## src/sv/dual_stack_shared_memory_top_defines.svh

```systemverilog
// assertion macros shared by the two-stack block
// expects i_clk and i_rst_n in the module that uses them
`ifndef DUAL_STACK_SHARED_MEMORY_TOP_DEFINES_SVH
`define DUAL_STACK_SHARED_MEMORY_TOP_DEFINES_SVH

// condition holds at every clock edge outside reset
`define DSSM_ASSERT_ALWAYS(lbl, cond, msg) \
    lbl: assert property (@(posedge i_clk) disable iff (!i_rst_n) (cond)) else $error(msg);

// consequence holds in the cycle after the antecedent
`define DSSM_ASSERT_NEXT(lbl, ante, cons, msg) \
    lbl: assert property (@(posedge i_clk) disable iff (!i_rst_n) (ante) |=> (cons)) else $error(msg);

// consequence holds in the same cycle as the antecedent
`define DSSM_ASSERT_SAME(lbl, ante, cons, msg) \
    lbl: assert property (@(posedge i_clk) disable iff (!i_rst_n) (ante) |-> (cons)) else $error(msg);

`endif

```

## src/sv/dssm_pkg.sv

```systemverilog
// types and codes for the two-stack shared memory block
// used by dssm_ctrl, dssm_dp and the top level; depends on nothing
package dssm_pkg;

    localparam int CNT_W  = 7;
    localparam int DATA_W = 32;

    localparam logic [CNT_W-1:0] SIZE_RESET = 7'd32;

    // request commands
    localparam logic [1:0] CMD_PUSH = 2'd0;
    localparam logic [1:0] CMD_POP  = 2'd1;
    localparam logic [1:0] CMD_LIST = 2'd2;

    // result status codes
    localparam logic [1:0] ST_OK    = 2'd0;
    localparam logic [1:0] ST_OVER  = 2'd1;
    localparam logic [1:0] ST_UNDER = 2'd2;
    localparam logic [1:0] ST_EMPTY = 2'd3;

    // configuration register indexes
    localparam logic CFG_FIRST_SIZE  = 1'b0;
    localparam logic CFG_SECOND_SIZE = 1'b1;

    typedef struct packed {
        logic [1:0]               command;
        logic                     which_stack;
        logic signed [DATA_W-1:0] push_value;
    } t_in_item;

    typedef struct packed {
        logic signed [DATA_W-1:0] value;
        logic [1:0]               status;
        logic                     last;
    } t_out_item;

    // controller to datapath
    typedef struct packed {
        logic       load;
        logic       push_wr;
        logic       pop_rd;
        logic       list_rd;
        logic       emit;
        logic [1:0] emit_status;
    } t_dp_cmd;

    // datapath to controller
    typedef struct packed {
        logic [1:0] command;
        logic       empty;
        logic       full;
        logic       list_last;
    } t_dp_stat;

endpackage

```

## src/sv/dssm_ctrl.sv

```systemverilog
// request sequencer for the two-stack block
// depends on dssm_pkg; drives dssm_dp through t_dp_cmd
module dssm_ctrl (
    input  logic               i_clk,
    input  logic               i_rst_n,
    input  logic               i_start,
    output logic               o_busy,
    input  dssm_pkg::t_dp_stat i_stat,
    output dssm_pkg::t_dp_cmd  o_cmd
);
    import dssm_pkg::*;

    typedef enum logic [1:0] {
        S_IDLE,
        S_EXEC,
        S_LIST
    } t_state;

    t_state r_state, n_state;
    logic   r_busy, n_busy;

    always_comb begin
        n_state = r_state;
        o_cmd   = '0;
        unique case (r_state)
            S_IDLE: begin
                if (i_start) begin
                    o_cmd.load = 1'b1;
                    n_state    = S_EXEC;
                end
            end
            S_EXEC: begin
                n_state = S_IDLE;
                unique case (i_stat.command)
                    CMD_PUSH: begin
                        o_cmd.emit = 1'b1;
                        if (i_stat.full) begin
                            o_cmd.emit_status = ST_OVER;
                        end else begin
                            o_cmd.push_wr     = 1'b1;
                            o_cmd.emit_status = ST_OK;
                        end
                    end
                    CMD_POP: begin
                        if (i_stat.empty) begin
                            o_cmd.emit        = 1'b1;
                            o_cmd.emit_status = ST_UNDER;
                        end else begin
                            o_cmd.pop_rd = 1'b1;
                        end
                    end
                    CMD_LIST: begin
                        if (i_stat.empty) begin
                            o_cmd.emit        = 1'b1;
                            o_cmd.emit_status = ST_EMPTY;
                        end else begin
                            o_cmd.list_rd = 1'b1;
                            if (!i_stat.list_last) begin
                                n_state = S_LIST;
                            end
                        end
                    end
                    // unused command code gives no result
                    default: begin
                        n_state = S_IDLE;
                    end
                endcase
            end
            S_LIST: begin
                o_cmd.list_rd = 1'b1;
                if (i_stat.list_last) begin
                    n_state = S_IDLE;
                end
            end
            default: begin
                n_state = S_IDLE;
            end
        endcase
        n_busy = (n_state != S_IDLE);
    end

    always_ff @(posedge i_clk) begin
        if (!i_rst_n) begin
            r_state <= S_IDLE;
            r_busy  <= 1'b0;
        end else begin
            r_state <= n_state;
            r_busy  <= n_busy;
        end
    end

    assign o_busy = r_busy;

endmodule

```

## src/sv/dssm_dp.sv

```systemverilog
// datapath of the two-stack block: size registers, counts, word memory, result register
// depends on dssm_pkg and the assertion macros header
`include "dual_stack_shared_memory_top_defines.svh"

module dssm_dp #(
    parameter int DEPTH = 64
) (
    input  logic                          i_clk,
    input  logic                          i_rst_n,
    input  dssm_pkg::t_in_item            i_item,
    input  dssm_pkg::t_dp_cmd             i_cmd,
    output dssm_pkg::t_dp_stat            o_stat,
    input  logic                          i_cfg_we,
    input  logic                          i_cfg_index,
    input  logic [dssm_pkg::CNT_W-1:0]    i_cfg_data,
    output logic                          o_strobe,
    output dssm_pkg::t_out_item           o_result
);
    import dssm_pkg::*;

    localparam int AW = $clog2(DEPTH);
    localparam logic [CNT_W-1:0] DEPTH_C = CNT_W'(DEPTH);

    logic [CNT_W-1:0]  r_first, r_second;
    logic [CNT_W-1:0]  r_cnt1, r_cnt2;
    logic [CNT_W-1:0]  r_idx;
    logic [1:0]        r_command;
    logic              r_which;
    logic [DATA_W-1:0] r_push_value;

    logic [DATA_W-1:0] r_mem [DEPTH];
    logic [DATA_W-1:0] r_rdata;
    logic              r_rd_vld;
    logic              r_rd_last;

    logic              r_strobe;
    t_out_item         r_out;

    logic [CNT_W-1:0]  base2, room, cap2;
    logic [CNT_W-1:0]  cnt, cap, base;
    logic [CNT_W-1:0]  wr_full, rd_full;
    logic [AW-1:0]     wr_addr, rd_addr;
    logic              list_last;

    // stack two starts where stack one ends, both clipped to the memory
    assign base2 = (r_first > DEPTH_C) ? DEPTH_C : r_first;
    assign room  = DEPTH_C - base2;
    assign cap2  = (r_second > room) ? room : r_second;

    assign cnt  = r_which ? r_cnt2 : r_cnt1;
    assign cap  = r_which ? cap2 : base2;
    assign base = r_which ? base2 : '0;

    assign wr_full = base + cnt;
    assign rd_full = i_cmd.pop_rd ? (base + cnt - CNT_W'(1)) : (base + r_idx);
    assign wr_addr = wr_full[AW-1:0];
    assign rd_addr = rd_full[AW-1:0];

    assign list_last = ((r_idx + CNT_W'(1)) == cnt);

    assign o_stat.command   = r_command;
    assign o_stat.empty     = (cnt == '0);
    assign o_stat.full      = (cnt >= cap);
    assign o_stat.list_last = list_last;

    // latched request
    always_ff @(posedge i_clk) begin
        if (i_cmd.load) begin
            r_command    <= i_item.command;
            r_which      <= i_item.which_stack;
            r_push_value <= i_item.push_value;
        end
    end

    always_ff @(posedge i_clk) begin
        if (!i_rst_n) begin
            r_first  <= SIZE_RESET;
            r_second <= SIZE_RESET;
            r_cnt1   <= '0;
            r_cnt2   <= '0;
            r_idx    <= '0;
        end else begin
            if (i_cfg_we) begin
                unique case (i_cfg_index)
                    CFG_FIRST_SIZE:  r_first  <= i_cfg_data;
                    CFG_SECOND_SIZE: r_second <= i_cfg_data;
                    default:         r_first  <= r_first;
                endcase
                // new split empties both stacks
                r_cnt1 <= '0;
                r_cnt2 <= '0;
            end else if (i_cmd.push_wr) begin
                if (r_which) begin
                    r_cnt2 <= r_cnt2 + CNT_W'(1);
                end else begin
                    r_cnt1 <= r_cnt1 + CNT_W'(1);
                end
            end else if (i_cmd.pop_rd) begin
                if (r_which) begin
                    r_cnt2 <= r_cnt2 - CNT_W'(1);
                end else begin
                    r_cnt1 <= r_cnt1 - CNT_W'(1);
                end
            end
            if (i_cmd.load) begin
                r_idx <= '0;
            end else if (i_cmd.list_rd) begin
                r_idx <= r_idx + CNT_W'(1);
            end
        end
    end

    // word memory, one write and one registered read port
    always_ff @(posedge i_clk) begin
        if (i_cmd.push_wr) begin
            r_mem[wr_addr] <= r_push_value;
        end
        if (i_cmd.pop_rd || i_cmd.list_rd) begin
            r_rdata <= r_mem[rd_addr];
        end
    end

    always_ff @(posedge i_clk) begin
        if (!i_rst_n) begin
            r_rd_vld <= 1'b0;
            r_strobe <= 1'b0;
        end else begin
            r_rd_vld <= i_cmd.pop_rd || i_cmd.list_rd;
            r_strobe <= r_rd_vld || i_cmd.emit;
        end
    end

    always_ff @(posedge i_clk) begin
        r_rd_last <= i_cmd.pop_rd || list_last;
        if (r_rd_vld) begin
            r_out.value  <= r_rdata;
            r_out.status <= ST_OK;
            r_out.last   <= r_rd_last;
        end else begin
            r_out.value  <= '0;
            r_out.status <= i_cmd.emit_status;
            r_out.last   <= 1'b1;
        end
    end

    assign o_strobe = r_strobe;
    assign o_result = r_out;

    `DSSM_ASSERT_ALWAYS(a_cnt1_fits, r_cnt1 <= base2, "stack one count beyond its capacity")
    `DSSM_ASSERT_ALWAYS(a_cnt2_fits, r_cnt2 <= cap2, "stack two count beyond its capacity")
    `DSSM_ASSERT_ALWAYS(a_no_clash, !(r_rd_vld && i_cmd.emit), "read word and status result collide")
    `DSSM_ASSERT_SAME(a_push_room, i_cmd.push_wr, cnt < cap, "push written into a full stack")
    `DSSM_ASSERT_NEXT(a_read_out, r_rd_vld, o_strobe && (o_result.status == ST_OK), "read word not delivered")

endmodule

```

## src/sv/dual_stack_shared_memory_top.sv

```systemverilog
// two LIFO stacks in one shared word memory: controller plus datapath
// depends on dssm_pkg, dssm_ctrl and dssm_dp
//
// A request (push, pop or list on stack one or two) is taken on a clock edge
// where i_start is high and o_busy is low. Each result appears for one cycle
// on o_result with o_strobe high; the receiver takes every result as it comes.
// Configuration (stack one capacity at index 0, stack two capacity at index 1)
// is written through i_cfg_we / i_cfg_index / i_cfg_data while no request is
// in flight; any write empties both stacks.
// Order of events after the accepting edge:
//   push, failed pop, empty list: the status result goes straight into the
//   output register
//   pop: one memory read; the word passes the read register, then the output register
//   push and pop are busy for one cycle; no request is taken while busy
//   list of n words: busy while its words are read, one word per cycle, each
//   word passing the read register and then the output register, last flagged
//   on the top word; the next request is taken once busy drops
// Reset clears both counts and sets both capacities to 32; memory contents are
// left as they are, since an entry is only read after a push wrote it.
module dual_stack_shared_memory_top #(
    parameter int DEPTH = 64
) (
    input  logic                       i_clk,
    input  logic                       i_rst_n,
    input  logic                       i_start,
    output logic                       o_busy,
    input  dssm_pkg::t_in_item         i_item,
    output logic                       o_strobe,
    output dssm_pkg::t_out_item        o_result,
    input  logic                       i_cfg_we,
    input  logic                       i_cfg_index,
    input  logic [dssm_pkg::CNT_W-1:0] i_cfg_data
);
    import dssm_pkg::*;

    t_dp_cmd  cmd;
    t_dp_stat stat;

    dssm_ctrl u_ctrl (
        .i_clk   (i_clk),
        .i_rst_n (i_rst_n),
        .i_start (i_start),
        .o_busy  (o_busy),
        .i_stat  (stat),
        .o_cmd   (cmd)
    );

    dssm_dp #(
        .DEPTH (DEPTH)
    ) u_dp (
        .i_clk       (i_clk),
        .i_rst_n     (i_rst_n),
        .i_item      (i_item),
        .i_cmd       (cmd),
        .o_stat      (stat),
        .i_cfg_we    (i_cfg_we),
        .i_cfg_index (i_cfg_index),
        .i_cfg_data  (i_cfg_data),
        .o_strobe    (o_strobe),
        .o_result    (o_result)
    );

endmodule
```

## config.mk

```make
export PLATFORM = sky130hd
export DESIGN_NAME = dual_stack_shared_memory_top
export DESIGN_NICKNAME = d
export VERILOG_FILES = /design/src/sv/dssm_pkg.sv /design/src/sv/dssm_ctrl.sv /design/src/sv/dssm_dp.sv /design/src/sv/dual_stack_shared_memory_top.sv
export VERILOG_INCLUDE_DIRS = /design/src /design/src/sv
export SDC_FILE = /design/constraint.sdc
export NUM_CORES = 2
export LEC_CHECK = 0
export BUFFER_PORTS_ARGS = -buffer_cell sky130_fd_sc_hd__buf_2
export CAP_MARGIN = 10
export CORE_ASPECT_RATIO = 1.1
export CORE_MARGIN = 4
export CORE_UTILIZATION = 39
export CTS_CLUSTER_SIZE = 24
export DETAILED_ROUTE_END_ITERATION = 10
export GPL_TIMING_DRIVEN = 0
export HOLD_SLACK_MARGIN = 0.15
export PLACE_DENSITY = 0.55
export RECOVER_POWER = 25
export SYNTH_ARGS = -nofsm -noshare
export SYNTH_HDL_FRONTEND = slang
export SYNTH_SLANG_ARGS = --single-unit
```

## constraint.sdc

```tcl
create_clock -name i_clk -period 10.1 [get_ports i_clk]
set_input_delay 0 -clock i_clk [delete_from_list [all_inputs] [get_ports i_clk]]
set_output_delay 0 -clock i_clk [all_outputs]
set_load 0.02 [all_outputs]
```

Yosys cells after proc, flatten, opt, wreduce, memory -nomap -nowiden
Memory sizes are Yosys's and may differ from the RTL's. A register that Yosys moved wholly into a read port is not among the register bits.
Index checks and enable logic that the tools add are counted.
{"block": "word_totals", "out_inout_bits": 37, "wordCells": 89, "mem_bits_rw": 2048, "mem_count": 1, "inputBits": 47, "reg_bits": 111}
{"memory": "u_dp.r_mem", "words": 64, "width": 32, "rd": 1, "rd_clocked_by_memory_dff": 1, "write_ports": 1, "line_no": "dssm_dp.sv:31", "source": "logic [DATA_W-1:0] r_mem [DEPTH];"}
{"block": "op_classes", "addsub": 9, "n_eq_ne": 5, "n_reduce_logical": 15, "magnitude_cmp": 3, "bitwise_logic": 4, "mux": 36}
{"operator": "7-bit 2-to-1 mux", "count": 12}
{"operator": "7-bit by 1-bit adder with 7-bit output, second input constant", "count": 3}
{"operator": "7-bit by 1-bit subtractor with 7-bit output, second input constant", "count": 2}
{"operator": "6-bit adder", "count": 2}
{"operator": "2-bit 2-to-1 mux", "count": 6}
{"operator": "6-bit 2-to-1 mux", "count": 2}
{"operator": "1-bit 2-to-1 mux", "count": 10}
{"operator": "3-bit 2-to-1 mux", "count": 3}
{"operator": "3-bit one-hot mux with 3 select lines", "count": 1}
{"operator": "2-bit AND reduction", "count": 4}
{"operator": "7-bit == test", "count": 1}
{"operator": "7-bit greater-or-equal comparator", "count": 1}
{"operator": "7-bit > comparator", "count": 1}
{"operator": "7-bit > comparator, second input constant", "count": 1}
{"operator": "7-bit logical NOT", "count": 1}
{"operator": "7-bit subtractor, first input constant", "count": 1}
{"operator": "2-bit one-hot mux with 3 select lines", "count": 1}
{"operator": "2-bit OR reduction", "count": 3}
{"operator": "6-bit by 1-bit subtractor with 6-bit output, second input constant", "count": 1}
{"operator": "2-bit by 1-bit == test with 1-bit output, second input constant", "count": 2}
{"operator": "2-bit == test, second input constant", "count": 2}
{"operator": "2-bit logical NOT", "count": 2}
{"operator": "1-bit NOT", "count": 4}
{"operator": "2-bit nonzero test", "count": 2}
{"operator": "other kinds (2)", "count": 4}

Depth between registers and ports, before layout
{"block": "logic_depth", "word_depth": 12, "ltp_mapped": 34, "ltp_nobuf": 32}

Modules after synthesis
A second synthesis with hierarchy kept.
{"block": "hier_totals", "hier_cells": 6581, "area_unflattened_um2": 88031.9}
{"module": "dssm_dp", "seq_area_each_um2": 64972.3, "cells_each": 6546, "instances": 1, "area_per_inst_um2": 87717.9}
{"module": "dssm_ctrl", "seq_area_each_um2": 60.1, "cells_each": 35, "instances": 1, "area_per_inst_um2": 314.1}

Worst setup path before layout
No wires, ideal clock.
{"block": "synth_path", "path_kind": "reg-to-reg", "startpoint": "reg u_dp.r_first[6]", "endpoint": "mem u_dp.r_mem[25][0] (enable)", "stages_incl_launch_ff": 27, "t_arrival_ns": 8.145, "period_less_slack_ns": 8.647, "required_ns": 9.598, "path_buffers": 2, "path_slack_ns": 1.453, "setup_time_ns": 0.502, "cell_sequence": "dfxtp_1 -> clkbuf_1 -> nor2b_1 -> inv_1 -> ha_1 -> inv_1 -> ha_1 -> nor2b_1 -> o21a_1 -> o21a_1 -> o21a_1 -> o21a_1 -> o21ai_0 -> a21oi_1 -> o21ai_0 -> o31ai_1 -> ha_1 -> nand2b_1 -> a21o_1 -> a21o_1 -> a21o_1 -> a21o_1 -> a21o_1 -> a211oi_2 -> inv_2 -> buf_1 -> nor4_1"}
{"block": "synth_between", "elab_chain_len": 12, "elab_cells_between_ends": 14, "cone_classes": "add/sub: 2; order compare: 3; mux: 9"}
{"item": "start: declaration", "line_no": "dssm_dp.sv:24", "source": "logic [CNT_W-1:0] r_first, r_second;"}
{"item": "start signal: assignment", "line_no": "dssm_dp.sv:85", "source": "CFG_FIRST_SIZE: r_first <= i_cfg_data;"}
{"item": "start signal: assignment", "line_no": "dssm_dp.sv:87", "source": "default: r_first <= r_first;"}
{"item": "7-bit > comparator", "line_no": "dssm_dp.sv:46", "source": "assign base2 = (r_first > DEPTH_C) ? DEPTH_C : r_first;"}
{"item": "7-bit 2-to-1 mux (*)", "line_no": "dssm_dp.sv:46"}
{"item": "7-bit subtractor", "line_no": "dssm_dp.sv:47", "source": "assign room = DEPTH_C - base2;"}
{"item": "7-bit > comparator", "line_no": "dssm_dp.sv:48", "source": "assign cap2 = (r_second > room) ? room : r_second;"}
{"item": "7-bit 2-to-1 mux", "line_no": "dssm_dp.sv:48"}
{"item": "7-bit 2-to-1 mux", "line_no": "dssm_dp.sv:51", "source": "assign cap = r_which ? cap2 : base2;"}
{"item": "7-bit greater-or-equal comparator", "line_no": "dssm_dp.sv:63", "source": "assign o_stat.full = (cnt >= cap);"}
{"item": "1-bit 2-to-1 mux", "line_no": "dssm_ctrl.sv:37", "source": "if (i_stat.full) begin"}
{"item": "1-bit 2-to-1 mux", "line_no": "dssm_ctrl.sv:34", "source": "unique case (i_stat.command)"}
{"item": "2-bit 2-to-1 mux", "line_no": "dssm_ctrl.sv:25", "source": "unique case (r_state)"}
{"item": "1-bit 2-to-1 mux", "line_no": "dssm_dp.sv:115", "source": "if (i_cmd.push_wr) begin"}
{"item": "1-bit 2-to-1 mux (implied by the code)", "line_no": "dssm_dp.sv:116", "source": "r_mem[wr_addr] <= r_push_value;"}
{"item": "end: declaration", "line_no": "dssm_dp.sv:31"}
Every way passes the cells marked *; elsewhere a longest branch is shown, timed or not.

Worst setup path after layout
{"block": "layout_path", "startpoint": "reg u_dp.r_which", "endpoint": "reg u_dp.r_rdata[24] (read register of u_dp.r_mem) (data pin)"}
{"block": "layout_between", "elab_chain_len": 6, "elab_cells_between_ends": 13, "cone_classes": "add/sub: 3; mux: 8; reduce/logical: 2"}
{"item": "start: declaration", "line_no": "dssm_dp.sv:28", "source": "logic r_which;"}
{"item": "start signal: assignment", "line_no": "dssm_dp.sv:70", "source": "r_which <= i_item.which_stack;"}
{"item": "branches (longest 6 deep; another with 6-bit adder)"}
{"item": "end: declaration", "line_no": "dssm_dp.sv:32", "source": "logic [DATA_W-1:0] r_rdata;"}
Several ways; the timed one is not identified.
A chain may end at the register's enable or synchronous reset.

==> flow_metrics.py <==
metrics = {
    "worst_setup_path": {
        "end_kind": "flip-flop",
        "crit_buf_inv": 8,
        "critPathSlowestCell": "sky130_fd_sc_hd__buf_1",
        "timing.critical_path.cells": "buf_2 -> buf_2 -> mux2i_1 -> inv_1 -> ha_1 -> fa_1 -> clkbuf_1 -> inv_1 -> ha_1 -> xnor2_1 -> nor3_1 -> o211ai_1 -> buf_2 -> buf_2 -> buf_1 -> o22ai_1 -> nor4_1 -> o211ai_1",
        "top_delay_family_on_crit_path": "buffers and inverters",
        "timing.critical_path.slowest_cell_delay_ns": 1.01,
        "worst-endpoint-arrival_ns": 8.67,
        "timing.critical_path.from_type": "flip-flop",
        "worst-setup-path-type": "reg -> reg",
        "timing.critical_path.fanout_max": 10,
        "worstPathRequired_ns": 10.57,
        "cp_common_cell": "sky130_fd_sc_hd__buf_2",
    },
    "cells_and_area": {
        "fin_cells": 9666,
        "fillCellCount": 19130,
        "final_util": 0.4639,
        "fin_nets": 6659,
        "flow.area_growth_from_synthesis_pct": 17.99,
        "layout-drive-gt1-share": 0.1310,
        "final_area_mm2": 0.1017,
    },
    "drt": {
        "routed_via_density": 5.948,
        "antenna_violating_nets_post_route": 0,
        "drc": 0,
        "routedWlPerCell_um": 33.05,
        "detailroute.via_count": 57500,
        "routed_wl_um": 319500,
        "drtIter0Drc": 9317,
        "drt-pass1-iter-count": 9,
    },
    "logic_synthesis": {
        "syn-instance-count": 5920,
        "postSynthAreaPerCell_um2": 14.55,
        "synth.area.top_cells": "sky130_fd_sc_hd__edfxtp_1 (74%), sky130_fd_sc_hd__nand2_1 (5.1%), sky130_fd_sc_hd__mux2i_1 (4.5%)",
        "synth_top_cell_by_area": "sky130_fd_sc_hd__edfxtp_1",
        "syn_nets": 6012,
        "most_instantiated_flip_flop_cell_in_the_synthesis_netlist": "sky130_fd_sc_hd__edfxtp_1",
        "count_of_flip_flops_with_a_built_in_enable_after_synthesis": 2115,
        "postSynth.asyncResetShare": 0,
        "synthDistinctLibCells": 78,
        "yosysTopAreaCellShare": 0.7372,
        "yosys_warnings": 0,
        "synth_most_common_cell": "sky130_fd_sc_hd__edfxtp_1",
        "ys_seq_area_frac": 0.7549,
        "synth_common_cells": "sky130_fd_sc_hd__edfxtp_1 (2,115), sky130_fd_sc_hd__nand2_1 (1,168), sky130_fd_sc_hd__a21oi_1 (552)",
        "ys_seq_elements": 2191,
        "syn_area_mm2": 0.08615,
    },
    "power": {
        "power_per_cell_area_mw_per_mm2": 191.3,
        "post-layout-total-power_mw": 19.45,
        "p_leak_nw": 36.37,
        "max-vdd-ir-drop_v": 0.0001955,
    },
    "placement": {
        "place_congestion": 0.9348,
        "place_inst": 9153,
        "placed_wire_length_estimate_after_detailed_placement_um": 224500,
        "dpl_cell_area_mm2": 0.09473,
        "placement.io_buffers": 82,
        "dpl_worst_slack_ns": 2.132,
    },
    "sta": {
        "fin_crit_ns": 8.202,
        "hold_slack_ns": 0.2672,
        "final.setup_skew_ns": 0.08775,
        "tightest_slew_ns": 1.733,
        "final_min_period_over_clock_period": 0.8121,
        "hold_violations": 0,
        "fin_setup_tns_ns": 0,
        "layout_setup_ws_ns": 1.898,
        "finalMaxSlewViolations": 80,
        "setup_viol": 0,
        "max_freq_mhz": 121.9,
        "slew_headroom": -0.1553,
        "rsz0062_at_grt": "no",
    },
    "global_routing": {
        "global_route.usage.met1": 0.3599,
        "first_global_vias": 54510,
        "grt_antenna_before_repair": 23,
        "global_route_total_usage_across_every_layer": 0.2718,
        "busiest_layer": "met2",
        "met2_usage": 0.4111,
        "met3_usage": 0.05640,
        "grt_start_max_net_pins": 33,
        "grt_pass1_wl_um": 435500,
        "grt_remaining_overflow": 0,
    },
    "floorplan": {
        "core-area_mm2": 0.2191,
        "initial_core_util": 0.3931,
        "standard_cell_rows": 180,
        "area_of_the_die_mm2": 0.2285,
        "dieWidth_um": 456.1,
        "pin_count": 84,
        "die_height_um": 500.9,
    },
    "cts": {
        "ctsResizeCount": 0,
        "tritoncts": "built",
        "cts_max_path_buffers": 3,
        "worst_skew_pair.late_latency_ns": 0.90,
        "h-tree-depth": 4,
        "cts.clk_slew.worst_paths_ns": 0.06,
        "cts_made_buffers": 219,
        "cts_root_buf": "sky130_fd_sc_hd__clkbuf_16",
        "clock_sinks": 2191,
    },
    "status": {
        "run_status": "complete, but fails checks",
        "violations": "capacitance limit, slew limit",
    },
    "min_path": {
        "min_path_type": "in -> reg",
    },
    "run": {
        "maxCapViolations": 4,
    },
}
==> layer usage <==
| layer | vias to the layer above | wire length, um |
|---|---|---|
| met5 | - | 105 |
| met4 | 12 | 23420 |
| met3 | 793 | 34980 |
| met2 | 3776 | 140000 |
| met1 | 29080 | 121000 |
| li1 | 23840 | - |
==> logic make-up (layout without fill, tap and decap cells) <==
group	count (synthesis)	count (layout)	share of synthesized area
flops	2191	2191	0.7549
other cells	0	8	0
xor+xnor	40	40	0.004328
buf+inv	385	1211	0.02103
fa+ha+maj	45	45	0.006884
compound gates	1101	1101	0.07809
mux	397	397	0.04628
simple gates	1761	1761	0.08853
==> power breakdown <==
group | internal [mW] | switching, mW
Clock | 4.38 | 3.57
Sequential | 10.0 | 0.0417
Combinational | 0.383 | 1.05
==> final cells by class <==
class,instances,area (um2),share of cell area
inverter,23,86.33,0.0008493
clock inverter,129,1155,0.01136
multi-input combinational,3344,19820,0.1950
sequential,2191,65030,0.6397
clock buffer,271,5718,0.05625
buffer,362,1727,0.01699
timing repair buffer,426,4454,0.04382
tap,2912,3643,0.03584
antenna,8,20.02,0.0001969
==> placed cells by master (no fill, tap or decap), types with 19 or more instances in the layout <==
cell	instances
sky130_fd_sc_hd__inv_1	19
sky130_fd_sc_hd__xor2_1	19
sky130_fd_sc_hd__buf_2	245
sky130_fd_sc_hd__ha_1	41
sky130_fd_sc_hd__nand2_1	1167
sky130_fd_sc_hd__mux2i_1	388
sky130_fd_sc_hd__nor3_1	70
sky130_fd_sc_hd__clkinv_1	59
sky130_fd_sc_hd__nand3_1	147
sky130_fd_sc_hd__o22ai_1	181
sky130_fd_sc_hd__a22oi_1	100
sky130_fd_sc_hd__clkinv_2	36
sky130_fd_sc_hd__dlygate4sd3_1	101
sky130_fd_sc_hd__dfxtp_1	76
sky130_fd_sc_hd__buf_4	127
sky130_fd_sc_hd__clkbuf_1	220
sky130_fd_sc_hd__nor4_1	105
sky130_fd_sc_hd__buf_12	49
sky130_fd_sc_hd__buf_1	37
sky130_fd_sc_hd__a21oi_1	552
sky130_fd_sc_hd__nor2_4	50
sky130_fd_sc_hd__nor2_1	64
sky130_fd_sc_hd__o21ai_0	56
sky130_fd_sc_hd__and2_1	35
sky130_fd_sc_hd__a32oi_1	93
sky130_fd_sc_hd__clkbuf_16	221
sky130_fd_sc_hd__nor4_2	19
sky130_fd_sc_hd__or4_1	19
sky130_fd_sc_hd__buf_16	33
sky130_fd_sc_hd__edfxtp_1	2115
==> what timing repair did <==
action,CTS,global route
hold endpoints to repair,110,0
setup buffers,0,0
hold buffers,101,0
==> worst min-delay path: stages <==
cell and delay (ns):
sky130_fd_sc_hd__dlygate4sd3_1 0.53, sky130_fd_sc_hd__buf_2 0.12, sky130_fd_sc_hd__clkbuf_1 0.24, sky130_fd_sc_hd__a21boi_0 0.20
==> registers in the layout (all words and copies together) (netlist names), 2 cells and up <==
name               flops
u_dp.r_push_value     32
u_ctrl.r_state         2
u_dp.r_mem          2048
u_dp.o_result         35
u_dp.r_second          7
u_dp.r_cnt2            7
u_dp.r_idx             7
u_dp.r_first           7
u_dp.r_rdata          32
u_dp.r_command         2
u_dp.r_cnt1            7
==> path summary, 6_finish.rpt <==
kind                                      from                to  slack [ns]  cells after the start
worst min register to register  u_dp.r_rd_last  u_dp.o_result[0]        0.41                      1
worst max register to register    u_dp.r_which  u_dp.r_rdata[24]        1.90                     18
worst max-delay path              u_dp.r_which  u_dp.r_rdata[24]        1.90                     18
worst min-delay path                   i_rst_n  u_dp.r_second[1]        0.27                      4
(Power assumes the default switching activity.)
